### src/tbat_pkg.sv
// Package for the thermistor block averager: shared types, the calibration ROM
// and fixed constants. It has no dependencies.
`timescale 1ns / 1ps

package tbat_pkg;

    localparam int unsigned RomHeld   = 141;
    localparam int unsigned BlockLen  = 10;
    localparam int unsigned TempBase  = 300;
    localparam int unsigned SumW      = 16;
    localparam int unsigned SampleW   = 12;
    localparam int unsigned TempW     = 9;
    localparam int unsigned LimitW    = 10;
    localparam int unsigned CountW    = 4;

    localparam logic REG_SHOW_LOW  = 1'b0;
    localparam logic REG_SHOW_HIGH = 1'b1;

    localparam logic [15:0] CAL_ROM [0:RomHeld-1] = '{
        16'd1580,  16'd1857,  16'd2134,  16'd2411,  16'd2688,
        16'd2965,  16'd3242,  16'd3519,  16'd3796,  16'd4073,
        16'd4350,  16'd4627,  16'd4904,  16'd5181,  16'd5458,
        16'd5735,  16'd6012,  16'd6289,  16'd6566,  16'd6843,
        16'd7120,  16'd7396,  16'd7672,  16'd7948,  16'd8224,
        16'd8500,  16'd8776,  16'd9052,  16'd9328,  16'd9604,
        16'd9880,  16'd10156, 16'd10432, 16'd10708, 16'd10984,
        16'd11260, 16'd11536, 16'd11812, 16'd12088, 16'd12364,
        16'd12640, 16'd12915, 16'd13190, 16'd13465, 16'd13740,
        16'd14015, 16'd14290, 16'd14565, 16'd14840, 16'd15115,
        16'd15390, 16'd15664, 16'd15938, 16'd16212, 16'd16486,
        16'd16760, 16'd17034, 16'd17308, 16'd17582, 16'd17856,
        16'd18130, 16'd18403, 16'd18676, 16'd18949, 16'd19222,
        16'd19495, 16'd19768, 16'd20041, 16'd20314, 16'd20587,
        16'd20860, 16'd21131, 16'd21402, 16'd21673, 16'd21944,
        16'd22215, 16'd22486, 16'd22757, 16'd23028, 16'd23299,
        16'd23570, 16'd23839, 16'd24108, 16'd24377, 16'd24646,
        16'd24915, 16'd25184, 16'd25453, 16'd25722, 16'd25991,
        16'd26260, 16'd26527, 16'd26794, 16'd27061, 16'd27328,
        16'd27595, 16'd27862, 16'd28129, 16'd28396, 16'd28663,
        16'd28930, 16'd29195, 16'd29460, 16'd29725, 16'd29990,
        16'd30255, 16'd30520, 16'd30785, 16'd31050, 16'd31315,
        16'd31580, 16'd31843, 16'd32106, 16'd32369, 16'd32632,
        16'd32895, 16'd33158, 16'd33421, 16'd33684, 16'd33947,
        16'd34210, 16'd34470, 16'd34730, 16'd34990, 16'd35250,
        16'd35510, 16'd35770, 16'd36030, 16'd36290, 16'd36550,
        16'd36810, 16'd37068, 16'd37326, 16'd37584, 16'd37842,
        16'd38100, 16'd38358, 16'd38616, 16'd38874, 16'd39132,
        16'd39390
    };

    typedef enum logic [1:0] {
        S_IDLE,
        S_SCAN,
        S_OUT
    } tbat_state_t;

    typedef struct packed {
        logic accept;
        logic block_end;
        logic scan_step;
        logic emit;
    } tbat_cmd_t;

    typedef struct packed {
        logic last_sample;
        logic scan_last;
    } tbat_status_t;

endpackage

### src/tbat_ctrl.sv
// Controller for the thermistor block averager: sequences sample intake,
// the ROM scan and the result strobe. Depends on tbat_pkg.
`timescale 1ns / 1ps

module tbat_ctrl
(
    input  logic                clk,
    input  logic                rst_n,
    input  logic                start,
    input  tbat_pkg::tbat_status_t status,
    output logic                busy,
    output tbat_pkg::tbat_cmd_t cmd
);

    tbat_pkg::tbat_state_t state_reg;
    tbat_pkg::tbat_state_t state_next;

    always_ff @(posedge clk or negedge rst_n)
    begin
        if (!rst_n)
        begin
            state_reg <= tbat_pkg::S_IDLE;
        end
        else
        begin
            state_reg <= state_next;
        end
    end

    always_comb
    begin
        state_next = state_reg;
        unique case (state_reg)
            tbat_pkg::S_IDLE:
            begin
                if (start && status.last_sample)
                begin
                    state_next = tbat_pkg::S_SCAN;
                end
            end
            tbat_pkg::S_SCAN:
            begin
                if (status.scan_last)
                begin
                    state_next = tbat_pkg::S_OUT;
                end
            end
            tbat_pkg::S_OUT:
            begin
                state_next = tbat_pkg::S_IDLE;
            end
            default:
            begin
                state_next = tbat_pkg::S_IDLE;
            end
        endcase
    end

    always_comb
    begin
        busy          = 1'b1;
        cmd.accept    = 1'b0;
        cmd.block_end = 1'b0;
        cmd.scan_step = 1'b0;
        cmd.emit      = 1'b0;
        unique case (state_reg)
            tbat_pkg::S_IDLE:
            begin
                busy          = 1'b0;
                cmd.accept    = start;
                cmd.block_end = start && status.last_sample;
            end
            tbat_pkg::S_SCAN:
            begin
                cmd.scan_step = 1'b1;
            end
            tbat_pkg::S_OUT:
            begin
                cmd.emit = 1'b1;
            end
            default:
            begin
                busy = 1'b1;
            end
        endcase
    end

endmodule

### src/tbat_datapath.sv
// Datapath for the thermistor block averager: sample accumulator, nearest-entry
// ROM scan, limit registers and result registers. Depends on tbat_pkg.
`timescale 1ns / 1ps

module tbat_datapath
#(
    parameter int unsigned TABLE_ENTRIES = 141
)
(
    input  logic                              clk,
    input  logic                              rst_n,
    input  tbat_pkg::tbat_cmd_t               cmd,
    output tbat_pkg::tbat_status_t            status,
    input  logic [tbat_pkg::SampleW-1:0]      adc_sample,
    input  logic                              cfg_wr,
    input  logic                              cfg_index,
    input  logic [tbat_pkg::LimitW-1:0]       cfg_data,
    output logic                              done,
    output logic [tbat_pkg::SumW-1:0]         block_sum,
    output logic [tbat_pkg::TempW-1:0]        temp_tenths,
    output logic                              in_table,
    output logic                              shown
);

    localparam int unsigned TableLen =
        (TABLE_ENTRIES > tbat_pkg::RomHeld) ? tbat_pkg::RomHeld : TABLE_ENTRIES;
    localparam int unsigned IdxW = (TableLen > 1) ? $clog2(TableLen) : 1;
    localparam logic [IdxW-1:0] IdxLast = IdxW'(TableLen - 1);
    localparam logic [tbat_pkg::CountW-1:0] CountLast =
        tbat_pkg::CountW'(tbat_pkg::BlockLen - 1);
    localparam logic [15:0] RomFirst = tbat_pkg::CAL_ROM[0];
    localparam logic [15:0] RomLast  = tbat_pkg::CAL_ROM[TableLen-1];

    logic [tbat_pkg::CountW-1:0]  count_reg;
    logic [tbat_pkg::SumW-1:0]    sum_reg;
    logic [tbat_pkg::SumW-1:0]    sum_next;
    logic [tbat_pkg::SumW-1:0]    blk_sum_reg;
    logic [IdxW-1:0]              idx_reg;
    logic [IdxW-1:0]              best_idx_reg;
    logic [tbat_pkg::SumW:0]      best_diff_reg;
    logic [tbat_pkg::LimitW-1:0]  low_reg;
    logic [tbat_pkg::LimitW-1:0]  high_reg;
    logic                         done_reg;
    logic [tbat_pkg::SumW-1:0]    out_sum_reg;
    logic [tbat_pkg::TempW-1:0]   out_temp_reg;
    logic                         out_in_reg;
    logic                         out_shown_reg;

    logic [15:0]                  rom_val;
    logic [tbat_pkg::SumW-1:0]    diff;
    logic                         range_ok;
    logic [tbat_pkg::TempW-1:0]   temp_calc;
    logic                         show_calc;

    assign sum_next = sum_reg + tbat_pkg::SumW'(adc_sample);
    assign status.last_sample = (count_reg == CountLast);
    assign status.scan_last   = (idx_reg == IdxLast);

    assign rom_val = tbat_pkg::CAL_ROM[8'(idx_reg)];
    assign diff = (blk_sum_reg >= rom_val) ? (blk_sum_reg - rom_val)
                                           : (rom_val - blk_sum_reg);

    assign range_ok  = (blk_sum_reg >= RomFirst) && (blk_sum_reg <= RomLast);
    assign temp_calc = range_ok ? tbat_pkg::TempW'(tbat_pkg::TempBase + 32'(best_idx_reg))
                                : '0;
    assign show_calc = range_ok
                    && (tbat_pkg::LimitW'(temp_calc) > low_reg)
                    && (tbat_pkg::LimitW'(temp_calc) < high_reg);

    always_ff @(posedge clk or negedge rst_n)
    begin
        if (!rst_n)
        begin
            count_reg <= '0;
            sum_reg   <= '0;
            low_reg   <= tbat_pkg::LimitW'(320);
            high_reg  <= tbat_pkg::LimitW'(420);
            done_reg  <= 1'b0;
        end
        else
        begin
            done_reg <= cmd.emit;
            if (cmd.accept)
            begin
                if (cmd.block_end)
                begin
                    count_reg <= '0;
                    sum_reg   <= '0;
                end
                else
                begin
                    count_reg <= count_reg + 1'b1;
                    sum_reg   <= sum_next;
                end
            end
            if (cfg_wr)
            begin
                unique case (cfg_index)
                    tbat_pkg::REG_SHOW_LOW:  low_reg  <= cfg_data;
                    tbat_pkg::REG_SHOW_HIGH: high_reg <= cfg_data;
                    default:                 low_reg  <= low_reg;
                endcase
            end
        end
    end

    always_ff @(posedge clk)
    begin
        if (cmd.block_end)
        begin
            blk_sum_reg   <= sum_next;
            idx_reg       <= '0;
            best_idx_reg  <= '0;
            best_diff_reg <= '1;
        end
        else if (cmd.scan_step)
        begin
            if ({1'b0, diff} < best_diff_reg)
            begin
                best_diff_reg <= {1'b0, diff};
                best_idx_reg  <= idx_reg;
            end
            if (!status.scan_last)
            begin
                idx_reg <= idx_reg + 1'b1;
            end
        end
        if (cmd.emit)
        begin
            out_sum_reg   <= blk_sum_reg;
            out_temp_reg  <= temp_calc;
            out_in_reg    <= range_ok;
            out_shown_reg <= show_calc;
        end
    end

    assign done        = done_reg;
    assign block_sum   = out_sum_reg;
    assign temp_tenths = out_temp_reg;
    assign in_table    = out_in_reg;
    assign shown       = out_shown_reg;

    a_count_range: assert property (@(posedge clk) disable iff (!rst_n)
        count_reg <= CountLast)
        else $error("Sample count left its block range.");

    a_single_strobe: assert property (@(posedge clk) disable iff (!rst_n)
        done |=> !done)
        else $error("Result strobe held for more than one cycle.");

    a_out_of_table: assert property (@(posedge clk) disable iff (!rst_n)
        (done && !in_table) |-> (temp_tenths == '0 && !shown))
        else $error("Out-of-table result carries a temperature.");

    a_shown_in_table: assert property (@(posedge clk) disable iff (!rst_n)
        (done && shown) |-> in_table)
        else $error("Shown flag set outside the table.");

endmodule

### src/thermistor_block_average_to_temp.sv
// Top level of the thermistor block averager and temperature lookup.
// Instantiates tbat_ctrl and tbat_datapath; depends on tbat_pkg.
`timescale 1ns / 1ps

//  channel   | handshake            | payload
//  ----------+----------------------+------------------------------------------
//  sample    | start, busy          | adc_sample
//  result    | done (one cycle)     | block_sum, temp_tenths, in_table, shown
//  config    | cfg_valid, cfg_ready | cfg_index, cfg_data
//
//  Nine of every ten samples are taken in one cycle each and give no result.
//  The tenth starts a scan of the calibration ROM, one entry per cycle, over
//  TABLE_ENTRIES entries (capped at the 141 entries held); busy stays high
//  through the scan and the output state, and done pulses in the first cycle
//  after busy falls. Reset clears the sample block and loads the show limits
//  with 320 and 420. The receiver cannot stall.

module thermistor_block_average_to_temp
#(
    parameter int unsigned TABLE_ENTRIES = 141
)
(
    input  logic                          clk,
    input  logic                          rst_n,
    input  logic                          start,
    output logic                          busy,
    input  logic [tbat_pkg::SampleW-1:0]  adc_sample,
    output logic                          done,
    output logic [tbat_pkg::SumW-1:0]     block_sum,
    output logic [tbat_pkg::TempW-1:0]    temp_tenths,
    output logic                          in_table,
    output logic                          shown,
    input  logic                          cfg_valid,
    output logic                          cfg_ready,
    input  logic                          cfg_index,
    input  logic [tbat_pkg::LimitW-1:0]   cfg_data
);

    tbat_pkg::tbat_cmd_t    cmd;
    tbat_pkg::tbat_status_t status;

    assign cfg_ready = 1'b1;

    tbat_ctrl u_ctrl
    (
        .clk    (clk),
        .rst_n  (rst_n),
        .start  (start),
        .status (status),
        .busy   (busy),
        .cmd    (cmd)
    );

    tbat_datapath
    #(
        .TABLE_ENTRIES (TABLE_ENTRIES)
    )
    u_datapath
    (
        .clk         (clk),
        .rst_n       (rst_n),
        .cmd         (cmd),
        .status      (status),
        .adc_sample  (adc_sample),
        .cfg_wr      (cfg_valid && cfg_ready),
        .cfg_index   (cfg_index),
        .cfg_data    (cfg_data),
        .done        (done),
        .block_sum   (block_sum),
        .temp_tenths (temp_tenths),
        .in_table    (in_table),
        .shown       (shown)
    );

endmodule

### config.mk
export PLATFORM = sky130hd
export DESIGN_NAME = thermistor_block_average_to_temp
export DESIGN_NICKNAME = d
export VERILOG_FILES = /design/src/tbat_pkg.sv /design/src/tbat_ctrl.sv /design/src/tbat_datapath.sv /design/src/thermistor_block_average_to_temp.sv
export SDC_FILE = /design/constraint.sdc
export NUM_CORES = 1
export LEC_CHECK = 0
export BUFFER_PORTS_ARGS = -buffer_cell sky130_fd_sc_hd__buf_4
export CAP_MARGIN = 10
export CORE_MARGIN = 2
export CORE_UTILIZATION = 58
export DETAILED_ROUTE_END_ITERATION = 6
export PLACE_DENSITY = 0.76
export SYNTH_ARGS = -nofsm -noshare
export SYNTH_HDL_FRONTEND = slang
export SYNTH_SLANG_ARGS = --single-unit
export TNS_END_PERCENT = 100
### constraint.sdc
create_clock -name clk -period 8.5 [get_ports clk]
set_input_delay 0.85 -clock clk [delete_from_list [all_inputs] [get_ports clk]]
set_output_delay 0.85 -clock clk [all_outputs]
set_load 0.01 [all_outputs]
==> results.json, run 1 <==
{
  "areaGrowthSynthToFinish_pct": 11.8,
  "cp_slowest_stage_delay_ns": 0.75,
  "grt_pass1_vias": 8010,
  "post-cts-setup-buffers": 0,
  "worstPathRequired_ns": 8.81,
  "num_vias": 8601,
  "worstMarginPinSlew_ns": 1.06,
  "clock-sinks": 119,
  "num_rows": 47,
  "status": "completed",
  "final_nets": 1293,
  "crit_buf_inv": 3,
  "slew_viol_final": 0,
  "die_w_um": 133,
  "start_util_pct": 58.8,
  "grt_overflow": 0,
  "wire_per_inst_um": 17.9,
  "cts-resized-gates": 0,
  "viasPerCell": 6.16,
  "hpwl_um": 17900,
  "r2r_setup_slack_ns": 1.45,
  "worst-endpoint-arrival_ns": 7.37,
  "cts_buffers": 17,
  "yosys_warnings": 0,
  "netlist_area_um2": 9640,
  "initialDrtViolationCount": 900,
  "grt_pass1_wl_um": 41400,
  "place_congestion": 0.966,
  "synth_edf_count": 43,
  "avgSynthCellArea_um2": 8.39,
  "clockBufferDepth": 2,
  "largest_reg_flops": 17,
  "firstDrtPassIters": 7,
  "worst-path-max-fanout": 18,
  "rsz0062_at_grt": "no",
  "fillers": 1371,
  "finalCritPeriodShare_pct": 83.0,
  "hold_class": "in2async",
  "grt_max_degree": 83,
  "die_area_um2": 17700,
  "synth_cell_type_count": 82,
  "crit_type": "reg2reg",
  "seqCellArea_um2": 3040,
  "finalSetupTns_ns": 0,
  "clk_pin_slew_worst_paths_ns": 0.05,
  "final_common_cell": "nand2_1",
  "antenna_found_initial": 0,
  "routed_wl_um": 25000,
  "final_antenna_net_count": 0,
  "globalRoute.busiestLayer": "met2",
  "clock_skew_ns": 0.0112,
  "io_pins": 57,
  "path_common_cell": "a21oi_1",
  "finalHoldViolations": 0,
  "slew_headroom_pct": 29.1,
  "cts_tree": "done",
  "syn_inst": 1150,
  "clk-insertion-delay-late_ns": 0.42,
  "drv_cap": 0,
  "fp.coreArea_um2": 16400,
  "drc": 0,
  "cts_hold_buf": 0,
  "io_buffers": 55,
  "h-tree-depth": 4,
  "grtUsageTotal_pct": 29.0,
  "synthFlopType": "edfxtp_1",
  "antenna_cells": 0,
  "ys_seq_area_share_pct": 31.5,
  "crit_family": "compound AO/OA/AOI/OAI gates",
  "clock.fmax_ghz": 0.142,
  "worst_path_max_delay_cell": "ha_1",
  "grtUsageMet2_pct": 46.5,
  "drive_gt1_share_pct": 12.9,
  "end_kind": "flip-flop",
  "crit_path_start_kind": "flip-flop",
  "multi_input_area_um2": 5980,
  "period_needed_ns": 7.05,
  "async_flop_share_pct": 36.1,
  "met1_usage_pct": 40.1,
  "clockRootBuffer": "clkbuf_16",
  "ys_ff_latch": 119,
  "synth.net_count": 1280,
  "final_cell_mix": "nand2_1 (118), a21oi_1 (110), ha_1 (100)",
  "setup_viol": 0,
  "grtUsageMet3_pct": 4.37,
  "die_h_um": 133
}
metal layers:
layer | vias up | wire (µm)
li1 | 4165 | -
met1 | 4064 | 11100
met2 | 324 | 11800
met3 | 48 | 1420
met4 | 0 | 687
met5 | - | 0
Yosys cell counts, drive strengths merged, types with 4 or more instances:
library cell | instances | area (µm²)
nand2 | 119 | 449
xnor2 | 28 | 245
a211o | 6 | 52.6
inv | 86 | 323
nand4 | 7 | 43.8
buf | 24 | 116
nor2 | 78 | 298
edfxtp | 43 | 1290
dfxtp | 33 | 661
mux2i | 15 | 150
clkbuf | 50 | 188
a31oi | 16 | 100
a311oi | 4 | 35.0
o311a | 4 | 40.0
o22a | 6 | 52.6
a21oi | 111 | 567
nor4 | 4 | 25.0
dfrtp | 37 | 926
a22o | 10 | 87.6
o22ai | 9 | 56.3
a21o | 19 | 144
mux2 | 18 | 203
or2 | 5 | 31.3
nand2b | 9 | 56.3
and2 | 10 | 62.6
nor3 | 18 | 90.1
o31ai | 6 | 50.1
dfstp | 6 | 158
o21a | 9 | 67.6
o21bai | 7 | 52.6
or3 | 5 | 31.3
o21ai | 91 | 467
o221ai | 7 | 61.3
and3 | 7 | 43.8
o311ai | 4 | 35.0
a211oi | 16 | 120
o211ai | 18 | 135
ha | 100 | 1250
nor2b | 19 | 119
xor2 | 11 | 96.3
nand3 | 28 | 140
worst reg2reg max path, delay by kind of cell (launching register included):
| family | cells | cell delay, ns |
|---|---|---|
| XOR/XNOR | 1 | 0.20 |
| buffers and inverters | 3 | 0.89 |
| multiplexers | 1 | 0.28 |
| flip-flops | 1 | 0.33 |
| AND/OR/NAND/NOR | 3 | 0.33 |
| AO/OA/AOI/OAI | 16 | 3.70 |
| adder cells (fa/ha/maj) | 3 | 1.21 |
cell families after synthesis:
kind of cell / Yosys count / synth area share (%)
other: 1 / 0.0389
adders and majority gates: 103 / 13.6
and+or+nand+nor: 316 / 15.0
AOI/OAI and AO/OA: 375 / 25.4
buffers and inverters: 161 / 6.54
xor gates and xnor gates: 39 / 3.54
muxes: 36 / 4.36
DFF: 119 / 31.5
worst paths after layout:
kind / to / startpoint / cells after the start
worst min-delay path: u_datapath.low_reg[9] / rst_n / 1
worst max-delay path: u_datapath.best_diff_reg[12] / u_datapath.idx_reg[1] / 27
worst min register to register: u_datapath.best_idx_reg[1] / u_datapath.best_idx_reg[1] / 2
max in group asynchronous: u_datapath.sum_reg[8] / rst_n / 1
min in group clk: u_datapath.best_idx_reg[1] / u_datapath.best_idx_reg[1] / 2
worst max register to register: u_datapath.best_diff_reg[12] / u_datapath.idx_reg[1] / 27
stage by stage:
step	instance area (µm²)	util [%]	hold WS [ns]	setup WS, ns	cells
after floorplan	9640	-	0.427	2.24	1150
after global placement	10100	61.8	0.438	1.76	1364
after detailed placement	10100	61.8	0.444	1.54	1364
after CTS	10800	65.7	0.435	1.49	1396
after global routing	10800	65.7	0.465	0.813	1396
final	10800	65.7	0.428	1.45	1396
final cells by class:
cell class,instances,area share [%]
multi-input cells,870,55.5
flip-flops and latches,119,28.2
well taps,220,2.55
repair buffers,68,4.74
clock buffers,25,4.69
clock inverters,7,1.32
inverters,87,3.03
Power of run 1 is left out: the tool's default activity adds up to more than one toggle a clock period on the data nets, which glitch-free logic cannot reach.
==> inputs of run 2 (changes only) <==
==> constraint.sdc (replaced) <==
create_clock -name clk -period 7.31 [get_ports clk]
set_input_delay 0.731 -clock clk [delete_from_list [all_inputs] [get_ports clk]]
set_output_delay 0.731 -clock clk [all_outputs]
set_load 0.01 [all_outputs]
==> run 2 against run 1 <==
Sequential cell count is the same. Non-clock buffer count up 6. Sequential share of layout area barely moved. Utilization decreased by 0.099 points.
==> results.json, run 2 (same netlist as run 1, synthesis figures left out) <==
{
  "status": "completed",
  "cp_slowest_stage_delay_ns": 0.65,
  "clock.fmax_ghz": 0.153,
  "finalSetupTns_ns": 0,
  "firstDrtPassIters": 6,
  "grt_pass1_vias": 7992,
  "worst-path-max-fanout": 30,
  "path_common_cell": "ha_1",
  "grt_pass1_wl_um": 40200,
  "antenna_found_initial": 0,
  "areaGrowthSynthToFinish_pct": 11.6,
  "grt_max_degree": 83,
  "routed_wl_um": 24800,
  "die_area_um2": 17700,
  "worstSetupStartpoint": "u_datapath.idx_reg[0]",
  "crit_type": "reg2reg",
  "clk-insertion-delay-late_ns": 0.42,
  "regToRegStartpoint": "u_datapath.idx_reg[0]",
  "final_nets": 1299,
  "hold_class": "in2async",
  "start_util_pct": 58.8,
  "cp_cell_sequence": "buf_4 -> ha_1 -> nor2b_1 -> a311oi_1 -> mux4_2 -> nor2_1 -> a211oi_1 -> a31o_2 -> ha_1 -> o21ai_0 -> o21bai_1 -> o21ai_2 -> a21o_2 -> nand2_2 -> mux2i_1 -> xor2_1 -> ha_1 -> nand4_1 -> nor2_1 -> a21oi_1 -> a21oi_1 -> o41a_1 -> nand2_1 -> o22a_1",
  "crit_family": "compound AO/OA/AOI/OAI gates",
  "finalHoldViolations": 0,
  "hpwl_um": 18000,
  "cts_tree": "done",
  "worstPathRequired_ns": 7.61,
  "cts-resized-gates": 0,
  "worst-endpoint-arrival_ns": 6.83,
  "drive_gt1_share_pct": 13.3,
  "worst_path_max_delay_cell": "o41a_1",
  "wire_per_inst_um": 17.7,
  "initialDrtViolationCount": 857,
  "drc": 0,
  "slew_viol_final": 0,
  "num_rows": 47,
  "slew_headroom_pct": 48.3,
  "final_cell_mix": "nand2_1 (118), a21oi_1 (110), ha_1 (100)",
  "rsz0062_at_grt": "no",
  "grtUsageTotal_pct": 28.4,
  "crit_path_start_kind": "flip-flop",
  "die_h_um": 133,
  "place_congestion": 0.946,
  "grt_overflow": 0,
  "worstMarginPinSlew_ns": 0.773,
  "cts_hold_buf": 0,
  "final_common_cell": "nand2_1",
  "num_vias": 8520,
  "drv_cap": 0,
  "io_buffers": 55,
  "end_kind": "flip-flop",
  "fp.coreArea_um2": 16400,
  "clock-sinks": 119,
  "post-cts-setup-buffers": 0,
  "r2r_setup_slack_ns": 0.78,
  "die_w_um": 133,
  "finalCritPeriodShare_pct": 89.3,
  "antenna_cells": 0,
  "viasPerCell": 6.08,
  "period_needed_ns": 6.53,
  "clk_pin_slew_worst_paths_ns": 0.06,
  "cts_buffers": 17,
  "clock_skew_ns": 0.0100,
  "io_pins": 57,
  "largest_reg_flops": 17,
  "clockRootBuffer": "clkbuf_16",
  "setup_viol": 0,
  "h-tree-depth": 4,
  "crit_buf_inv": 1,
  "final_antenna_net_count": 0,
  "clockBufferDepth": 2
}
run 2: cell type report:
class                      count  area [µm²]
multi-input combinational    870        5980
fill                        1344        5640
sequential                   119        3040
timing repair buffer          74         568
clock buffer                  20         447
inverter                      87         327
tap                          220         275
clock inverter                12         128
run 2: per-stage QoR:
step                util [%]  area (µm²)  hold slack, ns  std cells  setup slack, ns
floorplan                  -        9640           0.427       1150             1.05
global route            65.6       10800           0.337       1402            0.105
detailed placement      62.1       10200           0.443       1370            0.929
finish                  65.6       10800           0.305       1402            0.779
global placement        62.1       10200           0.439       1370             1.06
CTS                     65.6       10800           0.313       1402            0.876
run 2: layer usage:
layer  share of wire, %  wire [µm]  track usage, %
met2                 46      11500            45.3
met3                7.1       1760            5.13
met5                  0          0               0
met1                 43      10800            38.0
met4                3.4        841            12.3
run 2: worst reg2reg max path: stages (launching register included):
cell	delay [ns]
dfxtp_1	0.33
buf_4	0.34
ha_1	0.55
nor2b_1	0.24
a311oi_1	0.06
mux4_2	0.48
nor2_1	0.10
a211oi_1	0.07
a31o_2	0.25
ha_1	0.39
o21ai_0	0.12
o21bai_1	0.40
o21ai_2	0.16
a21o_2	0.24
nand2_2	0.19
mux2i_1	0.32
xor2_1	0.11
ha_1	0.31
nand4_1	0.10
nor2_1	0.12
a21oi_1	0.08
a21oi_1	0.31
o41a_1	0.65
nand2_1	0.26
o22a_1	0.24
run 2: final timing paths:
check	cells past startpoint	to
max	24	u_datapath.best_diff_reg[14]
max reg2reg	24	u_datapath.best_diff_reg[14]
max in group asynchronous	1	u_datapath.sum_reg[9]
min reg2reg	2	u_datapath.best_idx_reg[1]
min	1	u_datapath.high_reg[6]
min in group clk	2	u_datapath.best_idx_reg[1]
Power of run 2 is left out for the same reason.
==> inputs of run 3 (changes only) <==
--- a/config.mk
+++ b/config.mk
@@ -7,7 +7,6 @@
 export LEC_CHECK = 0
 export BUFFER_PORTS_ARGS = -buffer_cell sky130_fd_sc_hd__buf_4
 export CAP_MARGIN = 10
-export CORE_MARGIN = 2
 export CORE_UTILIZATION = 58
 export DETAILED_ROUTE_END_ITERATION = 6
 export PLACE_DENSITY = 0.76
==> run 3 against run 2 <==
Die area fell by 3.0%. Utilization increased by 1.6 points. Non-clock buffer count grew 2. Worst hold slack worse by 0.0020 ns. Sequential share of layout area fell by 0.079 points. Worst setup slack worse by 0.16 ns. Register-to-register slack worse by 0.16 ns. Clock skew rose by 0.0021 ns. Routed wire length increased by 5.0%. Global-route usage rose by 2.9 points. Via count up 1.8%. Maximum frequency is 2.4% lower.
==> results.json, run 3 (same netlist as run 1, synthesis figures left out) <==
{
  "drc": 0,
  "worst-endpoint-arrival_ns": 7.00,
  "worst-path-max-fanout": 28,
  "num_vias": 8670,
  "wire_per_inst_um": 18.6,
  "hold_ws_ns": 0.303,
  "slew_viol_final": 0,
  "die_h_um": 131,
  "cp_slowest_stage_delay_ns": 0.56,
  "place_congestion": 0.945,
  "die_w_um": 131,
  "drive_gt1_share_pct": 13.7,
  "finalSetupTns_ns": 0,
  "path_common_cell": "a21oi_1",
  "r2r-end": "u_datapath.best_diff_reg[5]",
  "end_kind": "flip-flop",
  "io_pins": 57,
  "antenna_found_initial": 0,
  "grt_overflow": 0,
  "clockBufferDepth": 2,
  "post-cts-setup-buffers": 0,
  "firstDrtPassIters": 5,
  "clock_skew_ns": 0.0121,
  "finalHoldViolations": 0,
  "crit_path_start_kind": "flip-flop",
  "die_area_um2": 17100,
  "status": "completed",
  "final_antenna_net_count": 0,
  "drv_cap": 0,
  "setup_viol": 0,
  "rsz0062_at_grt": "no",
  "grt_max_degree": 53,
  "ff2ff_path_depth": 28,
  "place_area_um2": 10200,
  "stdcell_area_um2": 10800,
  "io_buffers": 55,
  "cts-resized-gates": 0,
  "grtUsageTotal_pct": 31.3,
  "clockRootBuffer": "clkbuf_16",
  "grt_pass1_vias": 8193,
  "cts_hold_buf": 0,
  "worstPathRequired_ns": 7.62,
  "h-tree-depth": 4,
  "initialDrtViolationCount": 803,
  "final_cell_mix": "nand2_1 (118), a21oi_1 (110), ha_1 (100)",
  "routed_wl_um": 26100,
  "finalCritPeriodShare_pct": 91.6,
  "worstMarginPinSlew_ns": 1.12,
  "final_common_cell": "nand2_1",
  "num_rows": 46,
  "areaGrowthSynthToFinish_pct": 11.9,
  "clk-insertion-delay-late_ns": 0.42,
  "antenna_cells": 0,
  "grt_pass1_wl_um": 41500,
  "worst_path_max_delay_cell": "dfxtp_1",
  "start_util_pct": 60.1,
  "clock-sinks": 119,
  "fp.coreArea_um2": 16100,
  "cts_buffers": 17,
  "largest_reg_flops": 17,
  "crit_type": "reg2reg",
  "slew_headroom_pct": 25.3,
  "cts_tree": "done",
  "period_needed_ns": 6.69,
  "hpwl_um": 18500,
  "regToRegStartpoint": "u_datapath.idx_reg[1]",
  "clk_pin_slew_worst_paths_ns": 0.06,
  "viasPerCell": 6.19,
  "clock.fmax_ghz": 0.149,
  "r2r_setup_slack_ns": 0.62,
  "hold_class": "in2async",
  "final_nets": 1301
}
==> run 3: cell count changes in the layout (fill, tap and decap cells not counted), sizes merged <==
cell,before,now
clkbuf,20,25
buf,74,76
bufinv,2,0
clkinv,5,3
clkinvlp,5,3
inv,87,88
==> run 3: metal layers <==
layer | track usage [%] | part of all wire, % | vias up | wire length [µm]
li1 | - | - | 4176 | -
met1 | 41.9 | 44 | 4060 | 11400
met2 | 50.0 | 46 | 367 | 12100
met3 | 5.05 | 7.1 | 67 | 1840
met4 | 13.3 | 2.9 | 0 | 754
met5 | 0 | 0 | - | 0
==> run 3: how the worst max path moves through the flow <==
| stage | from | endpoint | cells past startpoint |
|---|---|---|---|
| final | u_datapath.idx_reg[1] | u_datapath.best_diff_reg[5] | 28 |
| after global routing | u_datapath.idx_reg[1] | u_datapath.best_diff_reg[7] | 28 |
| after CTS | u_datapath.idx_reg[1] | u_datapath.best_diff_reg[13] | 27 |
| after detailed placement | u_datapath.idx_reg[1] | u_datapath.best_diff_reg[11] | 26 |
| after global placement | u_datapath.idx_reg[1] | u_datapath.best_diff_reg[13] | 24 |
| after floorplan | u_datapath.idx_reg[0] | u_datapath.best_diff_reg[0] | 29 |
==> run 3: layout make-up <==
type | count | area [µm²]
Sequential cell | 119 | 3040
Clock inverter | 7 | 55.1
Clock buffer | 25 | 538
Inverter | 87 | 327
Multi-Input combinational cell | 870 | 5980
Tap cell | 216 | 270
Timing Repair Buffer | 76 | 583
Fill cell | 1300 | 5260
==> run 3: critical path: cells and delay by family, from the launching register on <==
kind	cells	cell delay [ns]
AOI/OAI and AO/OA	15	3.28
muxes	1	0.32
buffers and inverters	4	1.01
adders and majority gates	3	0.83
xor gates and xnor gates	1	0.19
DFF	1	0.56
and+or+nand+nor	4	0.39
==> run 3: stage by stage <==
step | std cells | utilization (%) | setup WS [ns]
floorplan | 1150 | - | 1.05
global placement | 1368 | 63.5 | 0.885
detailed placement | 1368 | 63.5 | 0.710
CTS | 1400 | 67.2 | 0.704
global route | 1400 | 67.2 | 0.0764
finish | 1400 | 67.2 | 0.617
Power of run 3 is left out for the same reason.
